## config.mk

```make
export PLATFORM = sky130hd
export DESIGN_NAME = mbb_csr_regs
export DESIGN_NICKNAME = d
export VERILOG_FILES = /design/src/rtl/core/mbb_pkg.sv /design/src/rtl/core/mbb_csr_regs.sv
export SDC_FILE = /design/constraint.sdc
export NUM_CORES = 1
export LEC_CHECK = 0
export BUFFER_PORTS_ARGS = -buffer_cell sky130_fd_sc_hd__buf_2
export CAP_MARGIN = 40
export CORE_ASPECT_RATIO = 0.7
export CORE_MARGIN = 3
export CORE_UTILIZATION = 47
export CTS_BUF_LIST = sky130_fd_sc_hd__clkbuf_8
export DETAILED_ROUTE_END_ITERATION = 10
export PLACE_DENSITY = 0.78
export SLEW_MARGIN = 10
export SYNTH_ARGS = -nofsm -noshare
export SYNTH_HDL_FRONTEND = slang
export SYNTH_SLANG_ARGS = --single-unit
```

## constraint.sdc

```tcl
create_clock -name clock -period 1.17 [get_ports clock]
set_input_delay 0.0585 -clock clock [delete_from_list [all_inputs] [get_ports clock]]
set_output_delay 0.0585 -clock clock [all_outputs]
set_load 0.01 [all_outputs]
```

## src/rtl/core/mbb_pkg.sv

```systemverilog
// Shared constants, codes and types for the monochrome bitmap blit framebuffer.
// No dependencies; every other file in rtl/core imports this package.
package mbb_pkg;

   localparam int SCREEN_WIDTH  = 128;
   localparam int SCREEN_HEIGHT = 64;

   // Framebuffer word: eight horizontal pixels, leftmost pixel in bit 7.
   localparam int WORDS_PER_ROW = (SCREEN_WIDTH + 7) / 8;
   localparam int FB_DEPTH      = WORDS_PER_ROW * SCREEN_HEIGHT;
   localparam int ADDR_W        = $clog2(FB_DEPTH);

   // Signed screen position width: 16-bit origin plus bitmap offset.
   localparam int POS_W = 18;

   typedef logic [1:0] kind_type;
   localparam kind_type KIND_CLEAR = 2'd0;
   localparam kind_type KIND_BYTE  = 2'd1;
   localparam kind_type KIND_READ  = 2'd2;

   typedef logic [2:0] csr_index_type;
   localparam csr_index_type CSR_ORIGIN_X      = 3'd0;
   localparam csr_index_type CSR_ORIGIN_Y      = 3'd1;
   localparam csr_index_type CSR_BITMAP_WIDTH  = 3'd2;
   localparam csr_index_type CSR_BITMAP_HEIGHT = 3'd3;
   localparam csr_index_type CSR_INK_COLOR     = 3'd4;

   typedef struct packed {
      logic signed [15:0] origin_x;
      logic signed [15:0] origin_y;
      logic [11:0]        bitmap_width;
      logic [11:0]        bitmap_height;
      logic [15:0]        ink_color;
   } cfg_type;

   // Placement of one bitmap byte onto two adjacent framebuffer words.
   typedef struct packed {
      logic [ADDR_W-1:0] addr_hi;
      logic [ADDR_W-1:0] addr_lo;
      logic [7:0]        mask_hi;
      logic [7:0]        mask_lo;
   } place_type;

endpackage

```

## src/rtl/core/mbb_csr_regs.sv

```systemverilog
// Configuration registers of the bitmap blit framebuffer.
// Depends on mbb_pkg (register indexes, cfg_type).
module mbb_csr_regs (
   input  logic                  clock,
   input  logic                  reset,
   input  logic                  csr_valid,
   output logic                  csr_ready,
   input  mbb_pkg::csr_index_type csr_index,
   input  logic [15:0]           csr_data,
   output mbb_pkg::cfg_type      cfg,
   output logic                  geom_wr
);
   import mbb_pkg::*;

   cfg_type cfg_ff, cfg_in;

   assign csr_ready = 1'b1;
   assign cfg       = cfg_ff;

   always_comb begin
      cfg_in  = cfg_ff;
      geom_wr = 1'b0;
      if (csr_valid) begin
         unique case (csr_index)
            CSR_ORIGIN_X: begin
               cfg_in.origin_x = $signed(csr_data);
               geom_wr         = 1'b1;
            end
            CSR_ORIGIN_Y: begin
               cfg_in.origin_y = $signed(csr_data);
               geom_wr         = 1'b1;
            end
            CSR_BITMAP_WIDTH: begin
               cfg_in.bitmap_width = csr_data[11:0];
               geom_wr             = 1'b1;
            end
            CSR_BITMAP_HEIGHT: begin
               cfg_in.bitmap_height = csr_data[11:0];
               geom_wr              = 1'b1;
            end
            CSR_INK_COLOR: cfg_in.ink_color = csr_data;
            default: ;
         endcase
      end
   end

   always_ff @(posedge clock) begin
      if (reset) begin
         cfg_ff.origin_x      <= '0;
         cfg_ff.origin_y      <= '0;
         cfg_ff.bitmap_width  <= '0;
         cfg_ff.bitmap_height <= '0;
         cfg_ff.ink_color     <= 16'd1;
      end else begin
         cfg_ff <= cfg_in;
      end
   end

endmodule

```

==> metrics <==
Slowest-stage cell, CP=dfxtp_1; antenna cells=0; Die W=99.89 µm; crit-path cells=buf_2; boundary pin count=96; DP HPWL=4615 µm; clk_skew=0 ns; final setup violation count=0; via count=2125; Final Net Count=383; Pre-antenna DRT Iters=4; # Post-CTS Setup Buffers=0; delay of the slowest critical-path stage=0.36 ns; Min-Delay Startpoint=csr_data[13]; commonest non-fill, non-tap cells in the layout=buf_2, nand2b_1, mux2i_1, dfxtp_1; core area=5842 µm²; number of flip-flops in the largest register=72; DRT antenna net count=0; #FFs+latches synth=72; RSZ-0062 raised after global routing=no; antenna violations before repair=0; clk buf depth=2; power per cell area=1250 nW/µm²; R2R cell count=2; Initial Util=49.65%; sequential element share of the synthesized area=49.70%; synthesized area=2900 µm²; latest clock arrival within the worst-skew pair=0.33 ns; site row count=23; clk sink count=72; Avg Cell Area, Syn=11.15 µm²; CTS tree=yes; Die Ht=71.73 µm; post-route minimum period=0.8927 ns; R2R Path Start=cfg[50]; CP top delay family=flip-flops; vias in the first global route=2101; clk slew on worst S/H paths=0.07 ns; initial drt markers=46; port buffer count=94; post-cts resize count=0; WHS Path Cells=3; Routed WL=6519 µm; Post-Route Utilization=62.84%; Worst EP required=1.11 ns; Min-Delay Path Class=primary input to register; crit start category=register; FF-to-FF End=cfg[50]; grt ovf=0; Hold Path End=cfg[69]; Post-route DRC=0; area grow syn2layout=26.57%; Max-Cap Viols=0; largest net degree at the start of global routing=47; Yosys cell types=16; post-DR vias/cell=4.830; Root Buffer=clkbuf_8; status=finished, final reports clean; leakage power total=1.958 nW; first-pass GRT wire length=10620 µm; fmax=1120 MHz; worst path buffer plus inverter count=1; synth warn=0; wire per inst=14.82 µm; peak supply drop=0.7357 mV; Synth Instances=260; Setup crit end kind=output pin; Num CTS Buffers=9; GPL Wtd Cong=0.7240; CTS H-tree lvls=3; die area=7165 µm²; final hold vios=0; flop-to-flop setup slack=0.55 ns; critical path arrival=0.83 ns; layout cells sized above 1=33.15%; synthesized netlist net count=282; kind of critical path=register to output pin; total power=4.588 mW; commonest non-fill, non-tap cell in the layout=buf_2; fin. max-slew vios=0; Worst Path Max Fanout=2; GRT Resource Usage Total=19.11%; fin crit share=76.30%
==> worst max-delay path by stage <==
stage	endpoint	start	depth (start not counted)
2_1_floorplan	cfg[62]	csr_index[1]	4
3_3_place_gp	cfg[62]	csr_index[1]	4
3_5_place_dp	cfg[63]	csr_index[1]	4
4_1_cts	cfg[52]	cfg[52]	1
5_1_grt	cfg[52]	cfg[52]	1
6_report	cfg[51]	cfg[51]	1
==> layer usage <==
layer  global-route usage [%]  up-vias  wire length [µm]
met3                    7.490        7               556
met4                    5.455        0                51
met5                        0        -                 0
met1                    25.85      983              3104
met2                    28.38       68              2807
li1                         -     1067                 -
==> final cells by class <==
cell class,instances,area [µm²]
multi-input cells,170,1356
clock inverters,5,26.28
flip-flops and latches,72,1441
fillers,515,2171
well taps,75,93.84
repair buffers,108,615.6
clock buffers,10,137.6
==> through the flow <==
step	TNS, ns	worst slack [ns]	area, µm²	instances	hold slack, ns
5_1_grt	0	0.2179	3671	440	0.07283
4_1_cts	0	0.2575	3671	440	0.03700
6_report	0	0.2773	3671	440	0.05504
3_5_place_dp	-0.4019	-0.03843	3497	424	0.3479
2_1_floorplan	0	0.07643	2900	260	0.1634
3_3_place_gp	-0.1459	-0.01319	3497	424	0.3265
==> cells in the mapped netlist, drive strengths merged <==
master | count | area (µm²)
conb | 1 | 3.750
clkbuf | 9 | 33.78
nand2b | 87 | 544.3
dfxtp | 72 | 1441
nand4b | 1 | 8.760
nand4bb | 3 | 33.78
buf | 9 | 68.82
or4b | 1 | 10.01
nor2b | 1 | 6.260
nor4b | 1 | 8.760
nor2 | 2 | 7.510
and4bb | 1 | 12.51
mux2i | 72 | 720.7
==> timing repair <==
item,CTS,global route
hold buffers,1,0
setup endpoints to repair,0,0
hold endpoints to repair,1,0
==> power breakdown <==
group,switching [mW],internal (mW)
clock,0.854,0.796
sequential,0.0281,2.50
combinational,0.202,0.203
total,1.08,3.50
==> cell families (layout without fill, tap and decap cells) <==
kind of cell / count (synthesis) / count (layout) / share of synthesized area [%]
muxes: 72 / 72 / 24.85
and+or+nand+nor: 97 / 97 / 21.79
DFF: 72 / 72 / 49.70
buffers and inverters: 18 / 123 / 3.538
other: 1 / 1 / 0.1293
No activity file was read; power rests on OpenSTA's default activity.
