`src/rtl/core/mbb_pkg.sv`:
```
// Shared constants, codes and types for the monochrome bitmap blit framebuffer.
// No dependencies; every other file in rtl/core imports this package.
package mbb_pkg;

   localparam int SCREEN_WIDTH  = 128;
   localparam int SCREEN_HEIGHT = 64;

   // Framebuffer word: eight horizontal pixels, leftmost pixel in bit 7.
   localparam int WORDS_PER_ROW = (SCREEN_WIDTH + 7) / 8;
   localparam int FB_DEPTH      = WORDS_PER_ROW * SCREEN_HEIGHT;
   localparam int ADDR_W        = $clog2(FB_DEPTH);

   // Signed screen position width: 16-bit origin plus bitmap offset.
   localparam int POS_W = 18;

   typedef logic [1:0] kind_type;
   localparam kind_type KIND_CLEAR = 2'd0;
   localparam kind_type KIND_BYTE  = 2'd1;
   localparam kind_type KIND_READ  = 2'd2;

   typedef logic [2:0] csr_index_type;
   localparam csr_index_type CSR_ORIGIN_X      = 3'd0;
   localparam csr_index_type CSR_ORIGIN_Y      = 3'd1;
   localparam csr_index_type CSR_BITMAP_WIDTH  = 3'd2;
   localparam csr_index_type CSR_BITMAP_HEIGHT = 3'd3;
   localparam csr_index_type CSR_INK_COLOR     = 3'd4;

   typedef struct packed {
      logic signed [15:0] origin_x;
      logic signed [15:0] origin_y;
      logic [11:0]        bitmap_width;
      logic [11:0]        bitmap_height;
      logic [15:0]        ink_color;
   } cfg_type;

   // Placement of one bitmap byte onto two adjacent framebuffer words.
   typedef struct packed {
      logic [ADDR_W-1:0] addr_hi;
      logic [ADDR_W-1:0] addr_lo;
      logic [7:0]        mask_hi;
      logic [7:0]        mask_lo;
   } place_type;

endpackage

```
`src/rtl/core/mbb_draw_calc.sv`:
```
// Source row/byte counters and clipping/placement of one bitmap byte.
// Depends on mbb_pkg (cfg_type, place_type, screen constants).
module mbb_draw_calc (
   input  logic               clock,
   input  logic               reset,
   input  mbb_pkg::cfg_type   cfg,
   input  logic               geom_wr,
   input  logic               step,
   input  logic [7:0]         bitmap_byte,
   output mbb_pkg::place_type place
);
   import mbb_pkg::*;

   logic [11:0] row_ff, row_in;
   logic [8:0]  col_ff, col_in;

   always_comb begin
      logic signed [POS_W-1:0] dx0;
      logic signed [POS_W-1:0] dy;
      logic signed [POS_W-1:0] dx;
      logic signed [POS_W-1:0] w0;
      logic [12:0]             sx_base;
      logic [12:0]             sx;
      logic                    row_on;
      logic [7:0]              mask;
      logic [15:0]             win;
      logic [31:0]             base;
      dx0     = POS_W'(cfg.origin_x) + POS_W'({col_ff, 3'b000});
      dy      = POS_W'(cfg.origin_y) + POS_W'(row_ff);
      sx_base = {1'b0, col_ff, 3'b000};
      row_on  = (row_ff < cfg.bitmap_height) && (|cfg.ink_color) && !dy[POS_W-1]
                && (dy < POS_W'(SCREEN_HEIGHT));
      for (int b = 0; b < 8; b++) begin
         sx          = sx_base + 13'(b);
         dx          = dx0 + POS_W'(b);
         mask[7 - b] = bitmap_byte[7 - b] && row_on && (sx < {1'b0, cfg.bitmap_width})
                       && !dx[POS_W-1] && (dx < POS_W'(SCREEN_WIDTH));
      end
      win           = {mask, 8'h00} >> dx0[2:0];
      w0            = dx0 >>> 3;
      base          = 32'(dy) * WORDS_PER_ROW;
      place.addr_hi = ADDR_W'(base + 32'(w0));
      place.addr_lo = ADDR_W'(base + 32'(w0) + 32'd1);
      place.mask_hi = win[15:8];
      place.mask_lo = win[7:0];
   end

   always_comb begin
      logic [8:0]  col_nx;
      logic [11:0] row_nx;
      logic [9:0]  row_bytes;
      col_nx    = col_ff + 9'd1;
      row_nx    = row_ff + 12'd1;
      row_bytes = 10'((13'(cfg.bitmap_width) + 13'd7) >> 3);
      row_in    = row_ff;
      col_in    = col_ff;
      priority if (geom_wr) begin
         row_in = '0;
         col_in = '0;
      end else if (step && (cfg.bitmap_width != '0) && (cfg.bitmap_height != '0)) begin
         if ({1'b0, col_nx} >= row_bytes) begin
            col_in = '0;
            row_in = (row_nx >= cfg.bitmap_height) ? 12'd0 : row_nx;
         end else begin
            col_in = col_nx;
         end
      end
   end

   always_ff @(posedge clock) begin
      if (reset) begin
         row_ff <= '0;
         col_ff <= '0;
      end else begin
         row_ff <= row_in;
         col_ff <= col_in;
      end
   end

endmodule
```
`config.mk`:
```
export PLATFORM = sky130hd
export DESIGN_NAME = mbb_draw_calc
export DESIGN_NICKNAME = d
export VERILOG_FILES = /design/src/rtl/core/mbb_pkg.sv /design/src/rtl/core/mbb_draw_calc.sv
export SDC_FILE = /design/constraint.sdc
export NUM_CORES = 1
export LEC_CHECK = 0
export ABC_AREA = 1
export BUFFER_PORTS_ARGS = -buffer_cell sky130_fd_sc_hd__buf_2
export CAP_MARGIN = 20
export CORE_MARGIN = 10
export CORE_UTILIZATION = 40
export DETAILED_ROUTE_END_ITERATION = 10
export PLACE_DENSITY = 0.65
export REMOVE_ABC_BUFFERS = 1
export SETUP_SLACK_MARGIN = 0.02
export SLEW_MARGIN = 20
export SYNTH_ARGS = -nofsm -noshare
export SYNTH_HDL_FRONTEND = slang
export SYNTH_SLANG_ARGS = --single-unit
```
`constraint.sdc`:
```
create_clock -name clock -period 5.82 [get_ports clock]
set_input_delay 1.455 -clock clock [delete_from_list [all_inputs] [get_ports clock]]
set_output_delay 1.455 -clock clock [all_outputs]
set_load 0.005 [all_outputs]
```
==> run metrics <==
leakage=4.71 nW; Post-Syn Area=0.00670 mm2; most common cell after layout, fill and taps aside=nand2_1; CTS Buf Count=3; Slew Limit Fails=0; Synth Warn #=0; Root Driver=clkbuf_16; f_max=174 MHz; Multi-input gate area=0.00585 mm2; worst setup margin=0.0710 ns; Chip Height=149 um; Final HPWL DP=20,200 um; WL/cell=14.4 um; final instance area=0.00859 mm2; worst-margin pin slew=0.515 ns; First DRT Iteration DRCs=542; #FFs+latches synth=21; initial antenna violation count=0; CTS H-tree lvls=1; first-pass GRT wire length=37,800 um; Die X=149 um; Pwr per Cell Area=78.4 mW/mm2; Netlist cell types=43; Post-synth EDFFs=0; Critical Setup Path Class=in -> out; Row Count=47; Post-Place Cell Area=0.00806 mm2; global route overflow=0; cells after synthesis=1,233; placed insts=1,632; dominant cells by area after synthesis=nand2_1 23%, ha_1 13%, nand3_1 11%; Hold WC Path Type=reg -> reg; vias in the first global route=7,696; Post-CTS Hold Fix Bufs=0; Clock Path Buffers=2; CP Data Arrival Time=4.29 ns; Vias=8,274; vias per cell=5.02; total wire length=23,700 um; fin util=0.520; Die ar.=0.0223 mm2; Final min period=5.75 ns; Initial Util=0.406; residual DRC count=0; clk_skew=0.00205 ns; Overall Power=0.673 mW; Synth Flop Type=dfxtp_1; max cap viols=0; Min Hold Slack=0.530 ns; register area share after synthesis=0.0627; CP required=4.37 ns; CTS tree=yes; RePlAce Congestion=1.02; core area=0.0165 mm2; Synth area leader=nand2_1; Worst Setup End Kind=output pin; Cell Count, Final, Fillers Out=1,647; pin count of the biggest net entering global routing=17; nature of the critical path startpoint=input pin; post-route ant nets=0; unrepaired setup endpoints after global routing=yes; Reg clk slew, reported paths=0.06 ns; # diodes=0; Final setup viols=0; synthesized area per cell=5.44 um2; area delta synth->final=28.2%; period utilisation layout=0.988; Skew-Pair Late Insertion Delay=0.26 ns; Post-Place Worst Slack=-0.150 ns; Post-synth ARST share=0; outcome=finished clean; Yosys top cell area share=0.228; TritonRoute pass-1 iters=6; Final nets=1,587; setup TNS=0 ns; PortBufs=118; CP max FO=6; Peak VDD IR=85.4 uV; IO Count=120; Fill cells=1,819; layout cell share with drive strength beyond 1=0.252; commonest cells after routing, fill and taps aside=394 x nand2_1, 154 x inv_1, 133 x nand3_1, 117 x buf_2, 110 x nor2_1; Sequential Area=420 um2; TritonCTS Sinks=21; Tot GR Track Use=0.202; worst rel slew slack=0.655; final hold vios=0
routing by layer:
layer | GRT usage | part of all wire | up-vias
met5 | 0 | 0 | -
li1 | - | - | 4351
met2 | 0.342 | 0.47 | 217
met3 | 0.0302 | 0.051 | 45
met1 | 0.261 | 0.46 | 3661
met4 | 0.0559 | 0.025 | 0
worst max-delay path, cell delays in order:
cell and delay, ns:
buf_6 0.10, ha_4 0.15, inv_2 0.05, fa_2 0.44
inv_2 0.10, buf_4 0.12, nand4_4 0.14, nor2_2 0.16
nand3_1 0.12, buf_4 0.18, xnor2_1 0.12, nand4_1 0.16
nor2_1 0.16, nand3_1 0.11, nor2_2 0.18, nand3_2 0.10
nand2_1 0.08, nand2_1 0.06, nand2_2 0.09, nand2_1 0.05
nand2_1 0.06, buf_2 0.10
final timing paths:
kind | startpoint | endpoint | slack (ns) | cells past startpoint
hold / removal | col_ff[8] | col_ff[8] | 0.53 | 2
setup reg to reg | col_ff[0] | row_ff[2] | 2.37 | 18
hold reg to reg | col_ff[8] | col_ff[8] | 0.53 | 2
setup / recovery | cfg[59] | place[9] | 0.07 | 22
cells in the mapped netlist, types with 5 or more instances:
cell / count
xnor2_1: 11
nand4_1: 32
inv_2: 13
ha_1: 72
nand3b_1: 7
nor2_4: 8
a21oi_1: 50
nand2_1: 408
nand3_1: 144
inv_1: 160
dfxtp_1: 21
o21ai_1: 13
nand2_4: 5
nand3_2: 9
o21ai_0: 32
nor2_1: 128
buf_4: 10
nor2_2: 19
xor2_1: 26
nor3_1: 11
nand2_2: 18
final cells by class:
class / count / area share
clock inverters: 1 / 0.000582
clock buffers: 3 / 0.00874
repair buffers: 207 / 0.152
flip-flops and latches: 21 / 0.0489
multi-input cells: 1020 / 0.681
inverters: 175 / 0.0767
well taps: 220 / 0.0320
state kept, by name, summed over array words and instances (netlist names):
| register | flops |
|---|---|
| row_ff | 12 |
| col_ff | 9 |
cell families (layout without fill, tap and decap cells):
logic type / after synthesis / count (layout) / share of synthesized area
AND/OR/NAND/NOR: 799 / 799 / 0.543
buffers and inverters: 192 / 386 / 0.116
flip-flops: 21 / 21 / 0.0627
XOR/XNOR: 37 / 37 / 0.0483
AO/OA/AOI/OAI: 108 / 108 / 0.0859
adder cells (fa/ha/maj): 75 / 75 / 0.143
other: 1 / 1 / 0.000559
where the power goes:
part | switching [mW] | internal [mW]
logic | 0.228 | 0.150
clock network | 0.0580 | 0.0926
registers | 0.000999 | 0.144
what timing repair did:
action | in CTS | in global routing
pin swaps | 8 | 30
setup buffers | 4 | 7
endpoints found under the hold margin | 0 | 0
resized for setup | 28 | 72
setup endpoints to repair | 14 | 17
(Power assumes the default switching activity.)
